[config.mk]
export PLATFORM = sky130hd
export DESIGN_NAME = response_reorder_buffer
export DESIGN_NICKNAME = d
export VERILOG_FILES = /design/src/sv/rrb_pkg.sv /design/src/sv/response_reorder_buffer.sv /design/src/sv/rrb_slots.sv
export SDC_FILE = /design/constraint.sdc
export NUM_CORES = 1
export LEC_CHECK = 0
export ABC_AREA = 1
export ABC_CLOCK_PERIOD_IN_PS = 8510
export BUFFER_PORTS_ARGS = -buffer_cell sky130_fd_sc_hd__buf_2
export CAP_MARGIN = 20
export CORE_ASPECT_RATIO = 2
export CORE_MARGIN = 8
export CORE_UTILIZATION = 25
export DETAILED_ROUTE_END_ITERATION = 10
export PLACE_DENSITY_LB_ADDON = 0.2
export SYNTH_ARGS = -nofsm -noshare
export SYNTH_HDL_FRONTEND = slang
export SYNTH_SLANG_ARGS = --single-unit
[constraint.sdc]
create_clock -name clk -period 8.51 [get_ports clk]
set_clock_uncertainty 0.1 [all_clocks]
set_input_delay 0.851 -clock clk [delete_from_list [all_inputs] [get_ports clk]]
set_output_delay 0.851 -clock clk [all_outputs]
set_load 0.01 [all_outputs]
[src/sv/rrb_pkg.sv]
// Package: shared constants and types of the response reorder buffer.
package rrb_pkg;

	localparam int WINDOW      = 16;
	localparam int MAX_RESULTS = 16;
	localparam int ID_W        = 16;
	localparam int DATA_W      = 32;
	localparam int IDX_W       = $clog2(WINDOW);
	localparam int CNT_W       = $clog2(MAX_RESULTS + 1);

	typedef logic [IDX_W-1:0] idx_t;
	typedef logic [CNT_W-1:0] cnt_t;
	typedef logic [ID_W-1:0]  id_t;
	typedef logic [DATA_W-1:0] data_t;

	// Access requests from the control logic to the slot store.
	typedef struct packed {
		logic wr_en;
		idx_t wr_idx;
		logic rd_en;
		idx_t rd_idx;
	} slot_ctl_t;

endpackage

[src/sv/response_reorder_buffer.sv]
// Top level: in-order release of out-of-order tagged completions.
//
//  channel | signals                                   | direction
//  --------+-------------------------------------------+----------
//  in      | in_valid, in_ready, seq_id, payload,      | to block
//          | payload_ok                                |
//  out     | out_valid, out_ready, out_seq_id,         | from block
//          | out_payload, last                         |
//
// Flow: an input item is accepted in idle and parked in the slot memory;
//   the drain then releases one item per memory read until the next slot
//   is empty or the per-item limit is reached, or finds nothing to release.
// The single read port of the payload memory sets the drain rate.
// Reset: full bits cleared, expected id = 1, head slot = 1 mod WINDOW.
// Stalls: a held result stays in the output register; the next input item
//   is still accepted meanwhile, and a drain waits for the register to free.
module response_reorder_buffer (
	input  logic        clk,
	input  logic        arst_n,
	// input channel
	input  logic        in_valid,
	output logic        in_ready,
	input  logic [15:0] seq_id,
	input  logic [31:0] payload,
	input  logic        payload_ok,
	// output channel
	output logic        out_valid,
	input  logic        out_ready,
	output logic [15:0] out_seq_id,
	output logic [31:0] out_payload,
	output logic        last
);

	localparam logic ST_IDLE  = 1'b0;
	localparam logic ST_DRAIN = 1'b1;

	logic               state_q;
	rrb_pkg::id_t       expected_q;
	rrb_pkg::idx_t      head_q;
	rrb_pkg::cnt_t      cnt_q;
	logic               out_valid_q;
	rrb_pkg::id_t       out_seq_id_q;
	logic               last_q;

	rrb_pkg::slot_ctl_t ctl;
	rrb_pkg::data_t     rd_data;
	logic [rrb_pkg::WINDOW-1:0] full;

	logic               accept;
	rrb_pkg::id_t       ahead;
	logic               in_window;
	logic [rrb_pkg::IDX_W:0] idx_sum;
	rrb_pkg::idx_t      wr_idx;
	rrb_pkg::idx_t      head_nx;
	rrb_pkg::cnt_t      cnt_nx;
	logic               issue;
	logic               last_nx;

	assign in_ready = (state_q == ST_IDLE);
	assign accept   = in_valid && in_ready;

	// distance ahead of the expected id, modulo 2^16
	assign ahead     = seq_id - expected_q;
	assign in_window = (ahead < rrb_pkg::ID_W'(rrb_pkg::WINDOW));

	// slot = (head + ahead) mod WINDOW; ahead < WINDOW so one subtract fixes it
	always_comb begin
		idx_sum = {1'b0, head_q} + (rrb_pkg::IDX_W + 1)'(ahead[rrb_pkg::IDX_W-1:0]);
		if (idx_sum >= (rrb_pkg::IDX_W + 1)'(rrb_pkg::WINDOW)) begin
			idx_sum = idx_sum - (rrb_pkg::IDX_W + 1)'(rrb_pkg::WINDOW);
		end
		wr_idx = idx_sum[rrb_pkg::IDX_W-1:0];
	end

	assign head_nx = (head_q == rrb_pkg::IDX_W'(rrb_pkg::WINDOW - 1)) ?
		'0 : head_q + 1'b1;
	assign cnt_nx  = cnt_q + 1'b1;

	// release the head slot when it is parked and the output register frees
	assign issue = (state_q == ST_DRAIN) && full[head_q] &&
		(!out_valid_q || out_ready);

	// no slot is parked during a drain, so look one slot ahead
	assign last_nx = (cnt_nx == rrb_pkg::CNT_W'(rrb_pkg::MAX_RESULTS)) ||
		!full[head_nx];

	// park only valid, in-window, not-yet-parked completions
	always_comb begin
		ctl.wr_en  = accept && payload_ok && in_window && !full[wr_idx];
		ctl.wr_idx = wr_idx;
		ctl.rd_en  = issue;
		ctl.rd_idx = head_q;
	end

	rrb_slots u_slots (
		.clk     (clk),
		.arst_n  (arst_n),
		.ctl     (ctl),
		.wr_data (payload),
		.rd_data (rd_data),
		.full    (full)
	);

	always_ff @(posedge clk or negedge arst_n) begin
		if (!arst_n) begin
			state_q     <= ST_IDLE;
			expected_q  <= rrb_pkg::ID_W'(1);
			head_q      <= rrb_pkg::IDX_W'(1 % rrb_pkg::WINDOW);
			cnt_q       <= '0;
			out_valid_q <= 1'b0;
		end else begin
			case (state_q)
				ST_IDLE: begin
					if (accept) begin
						state_q <= ST_DRAIN;
						cnt_q   <= '0;
					end
				end
				ST_DRAIN: begin
					if (!full[head_q]) begin
						// nothing released by this item
						state_q <= ST_IDLE;
					end else if (issue) begin
						expected_q <= expected_q + 1'b1;
						head_q     <= head_nx;
						cnt_q      <= cnt_nx;
						if (last_nx) begin
							state_q <= ST_IDLE;
						end
					end
				end
				default: begin
					state_q <= ST_IDLE;
				end
			endcase

			if (issue) begin
				out_valid_q <= 1'b1;
			end else if (out_ready) begin
				out_valid_q <= 1'b0;
			end
		end
	end

	// output fields; payload comes straight from the memory read register
	always_ff @(posedge clk) begin
		if (issue) begin
			out_seq_id_q <= expected_q;
			last_q       <= last_nx;
		end
	end

	assign out_valid   = out_valid_q;
	assign out_seq_id  = out_seq_id_q;
	assign out_payload = rd_data;
	assign last        = last_q;

	// a release only ever reads a parked slot
	a_read_parked: assert property (@(posedge clk) disable iff (!arst_n)
		ctl.rd_en |-> full[ctl.rd_idx])
		else $error("release of an empty slot");

	// a release shows up next cycle carrying the id it was issued for
	a_release_id: assert property (@(posedge clk) disable iff (!arst_n)
		issue |=> (out_valid && out_seq_id == $past(expected_q)))
		else $error("released id mismatch");

	// ids move only on a release
	a_expected_step: assert property (@(posedge clk) disable iff (!arst_n)
		!issue |=> $stable(expected_q))
		else $error("expected id moved without a release");

	// drain count stays within the per-item limit
	a_cnt_bound: assert property (@(posedge clk) disable iff (!arst_n)
		cnt_q <= rrb_pkg::CNT_W'(rrb_pkg::MAX_RESULTS))
		else $error("drain count overflow");

endmodule

[src/sv/rrb_slots.sv]
// Slot store: payload memory with registered read, plus per-slot full bits.
module rrb_slots (
	input  logic                clk,
	input  logic                arst_n,
	input  rrb_pkg::slot_ctl_t  ctl,
	input  rrb_pkg::data_t      wr_data,
	output rrb_pkg::data_t      rd_data,
	output logic [rrb_pkg::WINDOW-1:0] full
);

	rrb_pkg::data_t mem_q [rrb_pkg::WINDOW];
	rrb_pkg::data_t rd_data_q;
	logic [rrb_pkg::WINDOW-1:0] full_q;

	// payload memory: one write and one read port, read data registered
	always_ff @(posedge clk) begin
		if (ctl.wr_en) begin
			mem_q[ctl.wr_idx] <= wr_data;
		end
		if (ctl.rd_en) begin
			rd_data_q <= mem_q[ctl.rd_idx];
		end
	end

	// full bits: set on park, cleared on release (never both in one cycle)
	always_ff @(posedge clk or negedge arst_n) begin
		if (!arst_n) begin
			full_q <= '0;
		end else begin
			if (ctl.wr_en) begin
				full_q[ctl.wr_idx] <= 1'b1;
			end
			if (ctl.rd_en) begin
				full_q[ctl.rd_idx] <= 1'b0;
			end
		end
	end

	assign rd_data = rd_data_q;
	assign full    = full_q;

endmodule
======== Word-level counts from Yosys, hierarchy flattened ========
Memory sizes are Yosys's and may differ from the RTL's. A register that Yosys moved wholly into a read port is not among the register bits.
Index checks and enable logic that the tools add are counted.
word-level totals
  logic and storage cells ................. 74
  flip-flop bits (word level) ............. 60
  memories kept ........................... 1
  RAM bits ................................ 512
memories
  memory         depth  width  rd ports  clocked after Yosys merged registers in  wr ports  RTL line         RTL
  u_slots.mem_q  16     32     1         1                                        1         rrb_slots.sv:11  rrb_pkg::data_t mem_q [rrb_pkg::WINDOW];
operators by class
  mux-type cells .......................... 27
  add/sub/neg operators ................... 6
  bitwise operators ....................... 4
  $lt $le $gt $ge ......................... 7
  reduce and logical (&&, ||, !) cells .... 16
  equality and inequality tests ........... 5
operators by type and width
  operator                                                               count
  16-bit two-way mux                                                     2
  16-bit by 1-bit adder with 16-bit output, second input constant        1
  16-bit AND                                                             1
  16-bit by 5-bit < comparator with 1-bit output, second input constant  1
  16-bit inverter                                                        1
  16-bit bitwise OR                                                      1
  16-bit subtractor                                                      1
  4-bit by 5-bit < comparator with 1-bit output, second input constant   3
  5-bit two-way mux                                                      3
  1-bit two-way mux                                                      13
  1-bit binary-select mux with 4-bit select                              3
  5-bit case mux with 2 select lines                                     1
  1-bit demux with 4-bit select                                          2
  4-bit by 1-bit >= comparator with 1-bit output, second input constant  2
  1-bit logical AND                                                      8
  4-bit two-way mux                                                      2
  2-bit by 1-bit != test with 1-bit output, second input constant        3
  3-bit AND reduction                                                    2
  4-bit by 4-bit adder with 5-bit output                                 1
  5-bit by 1-bit adder with 5-bit output, second input constant          1
  5-bit == test, second input constant                                   1
  5-bit >= comparator, second input constant                             1
  4-bit by 1-bit adder with 4-bit output, second input constant          1
  4-bit == test, second input constant                                   1
  other kinds (6)                                                        9

======== Longest topological paths before layout ========
Gate-level depths: netlist of run 1.
  depth after elaboration ................. 12
  depth in mapped cells ................... 18

======== Hierarchy ========
From an unflattened synthesis of run 1, not the netlist that was laid out.
unflattened totals
  cells, all modules ...................... 2689
  area total of the unflattened synthesis .. 26655.6 sq um
by module, submodules not included
  module                   cells each  area each (sq um)  instances  sequential area each (sq um)
  rrb_slots                2185        23119.7            1          16736.1
  response_reorder_buffer  504         3535.9             1          1188.6

======== Least setup slack after synthesis of run 1 ========
OpenSTA, ideal clock, no wires.
  kind .................................... input port to flip-flop
  start ................................... input seq_id[0]
  end ..................................... memory u_slots.mem_q[5][0] (netlist bit), enable pin
  buffers on the path ..................... 1
  path slack .............................. 4.131 ns
  setup time .............................. 0.387 ns
  arrival time ............................ 3.893 ns
  data required time ...................... 8.023 ns
  cell stages on the path ................. 17
  cell sequence ........................... inv_1 > ha_1 > inv_1 > fa_1 > inv_1 > fa_1 > inv_1 > nand2_1 > o22ai_1 > o21ai_0 > nand2_1 > nand2_2 > nand3_2 > nor2_4 > buf_6 > nand4_1 > inv_1
between the ends
  cells in the longest elaborated chain, start to end .. 10
  elaborated cells between the ends (all ways) .. 13
RTL lines
  what                                                                                       RTL line                                                      RTL
  from (decl)                                                                                response_reorder_buffer.sv:23                                 input logic [15:0] seq_id,
  16-bit subtractor *                                                                        response_reorder_buffer.sv:63                                 assign ahead = seq_id - expected_q;
  4-bit by 4-bit adder with 5-bit output                                                     response_reorder_buffer.sv:68                                 idx_sum = {1'b0, head_q} + (rrb_pkg::IDX_W + 1)'(ahead[rrb_pkg::IDX_W-1:0]);
  4-bit by 1-bit subtractor with 4-bit output / 5-bit >= comparator (equally long branches)  response_reorder_buffer.sv:70, response_reorder_buffer.sv:69
  4-bit two-way mux                                                                          response_reorder_buffer.sv:69                                 if (idx_sum >= (rrb_pkg::IDX_W + 1)'(rrb_pkg::WINDOW)) begin
  1-bit binary-select mux with 4-bit select                                                  response_reorder_buffer.sv:89                                 ctl.wr_en = accept && payload_ok && in_window && !full[wr_idx];
  1-bit two-way mux (implied by the code)                                                    response_reorder_buffer.sv:89
  1-bit zero test                                                                            response_reorder_buffer.sv:89
  1-bit logical AND                                                                          response_reorder_buffer.sv:89
  1-bit two-way mux                                                                          rrb_slots.sv:17                                               if (ctl.wr_en) begin
  1-bit two-way mux (implied by the code)                                                    rrb_slots.sv:18                                               mem_q[ctl.wr_idx] <= wr_data;
  to (decl)                                                                                  rrb_slots.sv:11
Mark *: on every way between the ends. The rest lies on a longest branch, timed or not. The select of a mux whose other input is x is not followed.

======== Final worst setup path of run 1 ========
  start ................................... register head_q[0]
  end ..................................... memory u_slots.mem_q[13][17] (netlist bit), enable pin
between the ends
  cells in the longest elaborated chain, start to end .. 9
  elaborated cells between the ends (all ways) .. 10
RTL lines
  what                                                                                       RTL line                                                      RTL
  from (decl)                                                                                response_reorder_buffer.sv:39                                 rrb_pkg::idx_t head_q;
  from (signal assigned)                                                                     response_reorder_buffer.sv:108                                head_q <= rrb_pkg::IDX_W'(1 % rrb_pkg::WINDOW);
  from (signal assigned)                                                                     response_reorder_buffer.sv:125                                head_q <= head_nx;
  4-bit by 4-bit adder with 5-bit output *                                                   response_reorder_buffer.sv:68
  4-bit by 1-bit subtractor with 4-bit output / 5-bit >= comparator (equally long branches)  response_reorder_buffer.sv:70, response_reorder_buffer.sv:69
  4-bit two-way mux *                                                                        response_reorder_buffer.sv:69
  1-bit binary-select mux with 4-bit select                                                  response_reorder_buffer.sv:89
  1-bit two-way mux (implied by the code)                                                    response_reorder_buffer.sv:89
  1-bit zero test                                                                            response_reorder_buffer.sv:89
  1-bit logical AND                                                                          response_reorder_buffer.sv:89
  1-bit two-way mux                                                                          rrb_slots.sv:17
  1-bit two-way mux (implied by the code)                                                    rrb_slots.sv:18
Marked as above.

==> out/qor.txt, run 1 <==
status -> finished, final reports clean
Crit. End Element -> flop
crit path from -> head_q[0]
clk slew on worst S/H paths -> 70 ps
Distinct cells, synth -> 41
Overflow after GRT -> 0
Ys Warns -> 0
Startpoint Class -> flop
Die H -> 463 um
first-pass GRT wire length -> 108000 um
layout cells sized above 1 -> 12.0%
Vias -> 16200
Iter 0 DRT Violations -> 930
Setup Crit Path Kind -> reg -> reg
vias in the first global route -> 16800
worst-path fanout max -> 82
initial antenna violation count -> 6
layout filler cell count -> 10200
Reg area -> 17900 um^2
Util after Layout -> 28.8%
Crit path buffers/inverters -> 3
Cell Rows -> 164
Net count, final -> 2214
CTS Buf Count -> 54
# DRC -> 0
Worst R2R Start -> head_q[0]
final wirelength -> 73400 um
H-tree Lvls -> 2
R2R cell count -> 13
Top Family by Delay on Critical Path -> flip-flops
setup_tns -> 0 ps
area of the multi-input gates -> 6210 um^2
Top Ports -> 104
synth cell count leaders -> edfxtp_1 (561), nor2_1 (314), nand2_1 (283)
post-synthesis net count -> 2150
synthesized flop and latch total -> 604
width of the die -> 240 um
count leader, synth -> edfxtp_1
P_leak -> 0.00973 uW
sequential cell area fraction in the yosys report -> 71.7%
IO buf count -> 103
via/cell ratio -> 4.62
unrepaired setup endpoints after global routing -> false
reg2reg end -> u_slots.mem_q[13][17]
Clock Latency Late Sink -> 630 ps
worst setup margin -> 3670 ps
Non-Filler Instances -> 3510
post-layout minimum cycle time -> 4840 ps
top cell type by total area after synthesis -> edfxtp_1
top cell type's share of synthesized area -> 67.4%
dpl cells -> 3407
Avg Inst Size Synth -> 12.1 um^2
DIE AREA -> 111000 um^2
fmax -> 206 MHz
WL/cell -> 20.9 um
all-layer global routing usage -> 12.9%
Synth Instances -> 2071
Synth Flop Type -> edfxtp_1
crit path DAT -> 4970 ps
Rel. slew slack -> 25.1%
TritonRoute pass-1 iters -> 7
Final period util -> 56.9%
Worst EP required -> 8640 ps
Clock Tree Buf Depth -> 3
Hold Vio Cnt, Final -> 0
P per Cell Area -> 328 nW/um^2
pin count of the biggest net entering global routing -> 196
Final ANT Viol Nets -> 0
root buffer cell -> clkbuf_16
Critical Path Sink -> u_slots.mem_q[13][17]
Slew Limit Fails -> 0
Hold-fix buffers, CTS -> 0
R2R Setup Slk -> 3670 ps
pre-CTS WS -> 3370 ps
Final Setup Violations -> 0
CP max stage delay -> 1170 ps
initial core utilization -> 25.1%
EDFF count, synth -> 561
hpwl dp -> 44300 um
Num Clock Sinks -> 604
Hold WS -> 232 ps
Post-synth ARST share -> 7.12%
worst path cell trace -> ha_1 > inv_1 > fa_1 > inv_1 > nand2_1 > o22ai_1 > o21ai_0 > nand2_1 > nand2_2 > nand3_2 > nor2_4 > nand4_1 > inv_2
largest cells by area after synthesis -> edfxtp_1 (67%), o21ai_0 (5.5%), nor2_1 (4.7%)
CTS resizes -> 0
Worst-Margin Slew -> 1120 ps
Crit. path cell count -> 13
post-CTS setup buffer count -> 0
Area growth syn-to-layout -> 14.6%
GP Congestion -> 0.843
Syn Std Cell Area -> 25000 um^2
Worst VDD drop -> 0.000197 V
Max-Cap Viols -> 0
core area -> 99500 um^2
Hold Crit Class -> in -> async
CTS tree -> yes
Crit-path slowest cell -> dfstp_4
## worst reg2reg max path: cells and delay by family, from the launching register on
kind,cells,cell delay [ps]
buffers and inverters,3,980
AO/OA/AOI/OAI,2,300
adder cells (fa/ha/maj),2,840
AND/OR/NAND/NOR,6,1020
flip-flops,1,1170
## worst min-delay path by stage
stage,to,startpoint,cells after the start,slack [ps]
after global placement,out_seq_id[12],expected_q[12],0,370
after global routing,cnt_q[0],arst_n,2,250
after detailed placement,out_seq_id[12],expected_q[12],0,360
after floorplan,out_seq_id[11],expected_q[11],0,350
after CTS,cnt_q[0],arst_n,2,210
final,cnt_q[0],arst_n,2,230
## final cells by class
class,count,share of cell area (%)
multi-input cells,1245,21.7
clock inverters,35,1.20
flip-flops and latches,604,62.6
repair buffers,118,2.32
clock buffers,65,4.93
inverters,112,1.49
well taps,1328,5.80
diodes,3,0.0262
## per-layer routing
| metal | global-route usage, % | wire, um | vias up |
|---|---|---|---|
| li1 | - | - | 7572 |
| met1 | 13.9 | 27700 | 8185 |
| met2 | 25.0 | 40600 | 332 |
| met3 | 1.93 | 2690 | 122 |
| met4 | 4.67 | 2330 | 2 |
| met5 | 0 | 12 | - |
## power breakdown
part	switching, uW	leakage [uW]	internal, uW	total [uW]
clock network	1130	0.000849	1370	2500
registers	213	0.00556	3520	3740
logic	2250	0.00332	912	3160
total	3590	0.00973	5810	9400
## through the flow
stage                     total power, uW  instance area, um^2
after global routing                 9980                28700
after floorplan                      5860                25000
final                                9400                28700
after global placement               7030                26900
after detailed placement             7040                26900
after CTS                            9570                28700
## cell usage in the layout, fill, tap and decap left out, types with 4 or more instances in the layout
master and instances:
inv_2 22, nand2_1 283, clkbuf_16 55, bufinv_16 6, nand3_2 6, ha_1 24, inv_1 88, nor2_4 6
o21ai_0 276, nand3b_1 4, clkinvlp_4 5, nand2_2 11, clkinv_2 10, o211ai_1 11, edfxtp_1 561, nor3_1 7
nor2_1 313, dfrtp_1 40, nand4_1 53, nand3_1 40, clkbuf_1 10, o22ai_1 134, buf_4 12, buf_2 103
o21ai_1 4, a21oi_1 34, nor2_2 6, xor2_1 15, clkinv_1 11
## sequential cells by signal, summed over array words and instances, names as in the netlist
| signal | flops |
|---|---|
| head_q | 4 |
| out_valid | 1 |
| expected_q | 16 |
| cnt_q | 5 |
| u_slots.mem_q | 512 |
| state_q | 1 |
| out_seq_id | 16 |
| u_slots.rd_data | 32 |
| u_slots.full | 16 |
| last | 1 |
## logic make-up after synthesis
logic type | share of synthesized area, %
compound gates | 10.2
xor+xnor | 0.696
fa+ha+maj | 1.36
buf+inv | 3.54
flops | 71.7
simple gates | 12.5
No activity file was read; power rests on OpenSTA's default activity.
==> inputs of run 2 (changes only) <==
- ABC_CLOCK_PERIOD_IN_PS: 8510 -> 4900
- clock period: 8.51 -> 4.9 ns (I/O delays scaled with it)
==> out/qor.txt, run 2 (synthesis results as in run 1) <==
status -> finished, final reports clean (unchanged)
pre-CTS WS -> 486 ps (was 3370 ps)
Final ANT Viol Nets -> 0 (unchanged)
pin count of the biggest net entering global routing -> 197 (was 196)
R2R cell count -> 16 (was 13)
Clock Latency Late Sink -> 660 ps (was 630 ps)
Hold Crit Class -> in -> reg (was in -> async)
R2R Setup Slk -> 510 ps (was 3670 ps)
WHS Endpoint -> out_valid
Finished Cell Area -> 29100 um^2 (was 28700 um^2)
setup_tns -> 0 ps (unchanged)
Worst EP required -> 5080 ps (was 8640 ps)
initial core utilization -> 25.1% (unchanged)
DIE AREA -> 111000 um^2 (unchanged)
most common cell after layout, fill and taps aside -> edfxtp_1 (unchanged)
post-CTS setup buffer count -> 0 (unchanged)
crit path DAT -> 4570 ps (was 4970 ps)
Cell Rows -> 164 (unchanged)
CTS tree -> yes (unchanged)
worst setup margin -> 505 ps (was 3670 ps)
final wirelength -> 80800 um (was 73400 um)
root buffer cell -> clkbuf_16 (unchanged)
unrepaired setup endpoints after global routing -> false (unchanged)
worst path cell trace -> ha_1 > inv_1 > fa_1 > inv_1 > fa_1 > inv_1 > nand2_1 > o22ai_1 > o21ai_0 > nand2_1 > nand2_2 > nand3_2 > nor2_4 > nand4_1 > inv_2 > buf_4 (was ha_1 > inv_1 > fa_1 > inv_1 > nand2_1 > o22ai_1 > o21ai_0 > nand2_1 > nand2_2 > nand3_2 > nor2_4 > nand4_1 > inv_2)
hpwl dp -> 52800 um (was 44300 um)
Iter 0 DRT Violations -> 1085 (was 930)
Worst R2R Start -> expected_q[0] (was head_q[0])
max FFs per register -> 512 (unchanged)
P_leak -> 0.00999 uW (was 0.00973 uW)
Final Setup Violations -> 0 (unchanged)
worst-path fanout max -> 19 (was 82)
Final period util -> 89.7% (was 56.9%)
reg2reg end -> u_slots.mem_q[4][31] (was u_slots.mem_q[13][17])
Worst VDD drop -> 0.000432 V (was 0.000197 V)
Num Clock Sinks -> 604 (unchanged)
width of the die -> 240 um (unchanged)
Net count, final -> 2246 (was 2214)
Area growth syn-to-layout -> 16.5% (was 14.6%)
initial antenna violation count -> 4 (was 6)
Startpoint Class -> flop (unchanged)
vias in the first global route -> 17300 (was 16800)
post-layout minimum cycle time -> 4390 ps (was 4840 ps)
placed cell areas -> 27200 um^2 (was 26900 um^2)
GP Congestion -> 0.854 (was 0.843)
area of the multi-input gates -> 6210 um^2 (unchanged)
Slew Limit Fails -> 0 (unchanged)
CP max stage delay -> 580 ps (was 1170 ps)
Max-Cap Viols -> 0 (unchanged)
Overflow after GRT -> 0 (unchanged)
clk slew on worst S/H paths -> 60 ps (was 70 ps)
via/cell ratio -> 4.62 (about the same)
Non-Filler Instances -> 3541 (was 3510)
cell mode on critical path -> inv_1
layout filler cell count -> 10200 (about the same)
CTS Buf Count -> 55 (was 54)
H-tree Lvls -> 2 (unchanged)
first-pass GRT wire length -> 118000 um (was 108000 um)
dpl cells -> 3437 (was 3407)
fmax -> 228 MHz (was 206 MHz)
Rel. slew slack -> 26.8% (was 25.1%)
commonest non-fill, non-tap cells in the layout -> edfxtp_1 (561), nor2_1 (313), nand2_1 (283) (unchanged)
Clock Tree Buf Depth -> 3 (unchanged)
hold_sp -> out_ready
# DRC -> 0 (unchanged)
Crit. End Element -> flop (unchanged)
Top Ports -> 104 (unchanged)
Setup Crit Path Kind -> reg -> reg (unchanged)
TritonRoute pass-1 iters -> 5 (was 7)
Worst-Margin Slew -> 1100 ps (was 1120 ps)
Die H -> 463 um (unchanged)
Crit-path slowest cell -> dfstp_2 (was dfstp_4)
WL/cell -> 22.8 um (was 20.9 um)
P per Cell Area -> 584 nW/um^2 (was 328 nW/um^2)
hold path depth -> 4
Hold Vio Cnt, Final -> 0 (unchanged)
Reg area -> 17900 um^2 (unchanged)
core area -> 99500 um^2 (unchanged)
largest reg by FF count -> u_slots.mem_q (unchanged)
Vias -> 16300 (was 16200)
IO buf count -> 103 (unchanged)
all-layer global routing usage -> 14.3% (was 12.9%)
layout cells sized above 1 -> 13.1% (was 12.0%)
[run 2: repair_timing]
action / in CTS / in global routing
gates resized for setup: 0 / 0
hold buffers: 1 / 0
endpoints found under the hold margin: 41 / 0
[run 2: area by class of cell]
cell class                 instances  area share, %
tap                             1328           5.70
clock buffer                      64           4.84
inverter                         112           1.46
antenna                            1        0.00859
timing repair buffer             149           3.31
sequential                       604           61.6
multi-input combinational       1245           21.3
clock inverter                    38           1.79
[run 2: how the worst max path moves through the flow]
stage,from,end,slack [ps],cells after the start
after global placement,seq_id[0],u_slots.mem_q[4][7],370,18
after floorplan,expected_q[0],u_slots.mem_q[5][0],860,16
after detailed placement,seq_id[0],u_slots.mem_q[13][4],490,18
final,expected_q[0],u_slots.mem_q[4][31],510,16
after global routing,expected_q[0],u_slots.mem_q[5][28],160,16
after CTS,expected_q[0],u_slots.mem_q[4][28],570,16
[run 2: critical path: cells and delay by family (launching register included)]
kind	cells	cell delay, ps
compound gates	2	320
fa+ha+maj	3	1260
buf+inv	5	670
flops	1	580
simple gates	6	1080
[run 2: metal layers]
layer	track usage [%]	share of wire (%)	vias to the layer above
met5	0	0.033	-
met4	6.03	4.2	4
met3	1.74	3.6	128
met2	28.3	56	380
met1	14.8	36	8211
li1	-	-	7620
[run 2: power by group]
part / leakage, uW / internal (uW) / switching, uW
registers: 0.00556 / 6120 / 222
clock network: 0.000926 / 2660 / 2020
logic: 0.00350 / 1630 / 4350
[run 2: per-stage QoR]
step / power, uW / hold WS, ps / utilization (%)
after floorplan: 10200 / 94.4 / -
after global placement: 12600 / 360 / 27.3
after detailed placement: 12500 / 361 / 27.3
after CTS: 17300 / 22.9 / 29.3
after global routing: 18000 / 58.3 / 29.3
final: 17000 / 66.0 / 29.3
==> inputs of run 3 (changes only) <==
- ABC_CLOCK_PERIOD_IN_PS: 4900 -> 5300
- clock period: 4.9 -> 5.3 ns (I/O delays scaled with it)
==> out/qor.txt, run 3 (synthesis results as in run 1) <==
cell mode on critical path -> inv_1 (unchanged)
Die H -> 463 um (unchanged)
largest reg by FF count -> u_slots.mem_q (unchanged)
all-layer global routing usage -> 13.3% (was 14.3%)
clk slew on worst S/H paths -> 70 ps (was 60 ps)
commonest non-fill, non-tap cells in the layout -> edfxtp_1 (561), nor2_1 (313), nand2_1 (283) (unchanged)
pin count of the biggest net entering global routing -> 177 (was 197)
# DRC -> 0 (unchanged)
post-layout power -> 15200 uW (was 17000 uW)
CP max stage delay -> 580 ps (about the same)
CTS resizes -> 0 (unchanged)
final wirelength -> 75200 um (was 80800 um)
Overflow after GRT -> 0 (unchanged)
Final ANT Viol Nets -> 0 (unchanged)
IO buf count -> 103 (unchanged)
initial core utilization -> 25.1% (unchanged)
Final period util -> 85.0% (was 89.7%)
P per Cell Area -> 524 nW/um^2 (was 584 nW/um^2)
TritonRoute pass-1 iters -> 7 (was 5)
first-pass GRT wire length -> 111000 um (was 118000 um)
post-CTS setup buffer count -> 0 (unchanged)
worst-path fanout max -> 26 (was 19)
Worst VDD drop -> 0.000349 V (was 0.000432 V)
via/cell ratio -> 4.65 (was 4.62)
GP Congestion -> 0.865 (was 0.854)
Top Ports -> 104 (unchanged)
Crit. End Element -> flop (unchanged)
Cell Rows -> 164 (unchanged)
core area -> 99500 um^2 (unchanged)
Num Clock Sinks -> 604 (unchanged)
fmax -> 222 MHz (was 228 MHz)
unrepaired setup endpoints after global routing -> false (unchanged)
CTS Buf Count -> 54 (was 55)
Max-Cap Viols -> 0 (unchanged)
Worst-Margin Slew -> 1020 ps (was 1100 ps)
layout filler cell count -> 10200 (about the same)
H-tree Lvls -> 2 (unchanged)
placed cell areas -> 27300 um^2 (was 27200 um^2)
setup_tns -> 0 ps (unchanged)
max FFs per register -> 512 (unchanged)
Startpoint Class -> flop (unchanged)
dpl cells -> 3426 (was 3437)
Hold-fix buffers, CTS -> 1 (unchanged)
Final Setup Violations -> 0 (unchanged)
initial antenna violation count -> 4 (unchanged)
P_leak -> 0.00990 uW (was 0.00999 uW)
most common cell after layout, fill and taps aside -> edfxtp_1 (unchanged)
Rel. slew slack -> 32.1% (was 26.8%)
Iter 0 DRT Violations -> 1108 (was 1085)
vias in the first global route -> 17200 (was 17300)
Crit-path slowest cell -> dfstp_2 (unchanged)
Non-Filler Instances -> 3531 (was 3541)
root buffer cell -> clkbuf_16 (unchanged)
Net count, final -> 2234 (was 2246)
Clock Latency Late Sink -> 630 ps (was 660 ps)
Hold Vio Cnt, Final -> 0 (unchanged)
crit path DAT -> 4710 ps (was 4570 ps)
Area growth syn-to-layout -> 16.2% (was 16.5%)
WL/cell -> 21.3 um (was 22.8 um)
Hold Crit Class -> in -> reg (unchanged)
Setup Crit Path Kind -> reg -> reg (unchanged)
hpwl dp -> 45700 um (was 52800 um)
worst path cell trace -> ha_1 > inv_1 > fa_1 > inv_1 > fa_1 > inv_1 > nand2_1 > o22ai_1 > o21ai_0 > nand2_1 > nand2_2 > nand3_2 > nor2_4 > nand4_1 > inv_2 > buf_12 (was ha_1 > inv_1 > fa_1 > inv_1 > fa_1 > inv_1 > nand2_1 > o22ai_1 > o21ai_0 > nand2_1 > nand2_2 > nand3_2 > nor2_4 > nand4_1 > inv_2 > buf_4)
CTS tree -> yes (unchanged)
width of the die -> 240 um (unchanged)
Clock Tree Buf Depth -> 3 (unchanged)
Worst EP required -> 5500 ps (was 5080 ps)
layout cells sized above 1 -> 12.6% (was 13.1%)
Slew Limit Fails -> 0 (unchanged)
DIE AREA -> 111000 um^2 (unchanged)
status -> finished, final reports clean (unchanged)
Vias -> 16400 (was 16300)
post-layout minimum cycle time -> 4510 ps (was 4390 ps)
Finished Cell Area -> 29100 um^2 (about the same)
## run 3: where the power goes
part           switching (uW)  leakage, uW  internal, uW
Sequential                189      0.00556          5650
Clock                    1830     0.000855          2200
Combinational            3860      0.00348          1500
Total                    5880      0.00990          9350
## run 3: routing by layer
metal / vias up / GRT usage, % / share of wire (%)
li1: 7612 / - / -
met1: 8238 / 14.3 / 37
met2: 442 / 25.3 / 55
met3: 128 / 1.96 / 4.4
met4: 0 / 5.36 / 3.8
met5: - / 0 / 0
## run 3: worst paths after layout
path | from | to | slack (ps) | cells after the start
worst min register to register | expected_q[10] | out_seq_id[10] | 380 | 0
worst min-delay path | out_ready | out_valid | 120 | 4
worst max-delay path | expected_q[0] | u_slots.mem_q[5][29] | 790 | 16
min in group asynchronous | arst_n | expected_q[3] | 220 | 2
worst max register to register | expected_q[0] | u_slots.mem_q[5][29] | 790 | 16
max in group asynchronous | arst_n | head_q[0] | 4330 | 3
## run 3: worst max-delay path: cells and delay by family, from the launching register on
family,cells,cell delay (ps)
fa+ha+maj,3,1270
simple gates,6,1080
buf+inv,5,690
flops,1,580
compound gates,2,390
## run 3: cell type report
class	instances	area, um^2	share of cell area, %
Tap cell	1328	1660	5.72
Timing Repair Buffer	138	1060	3.63
Multi-Input combinational cell	1245	6210	21.4
Clock inverter	37	358	1.23
Antenna cell	3	7.51	0.0258
Sequential cell	604	17900	61.7
Clock buffer	64	1410	4.85
Inverter	112	427	1.47
## run 3: through the flow
step / hold slack, ps / setup WS (ps) / util, %
2_1_floorplan: 134 / 1240 / -
3_3_place_gp: 366 / 814 / 27.4
3_5_place_dp: 322 / 811 / 27.4
4_1_cts: 62.2 / 898 / 29.2
5_1_grt: 112 / 573 / 29.2
6_report: 119 / 795 / 29.2
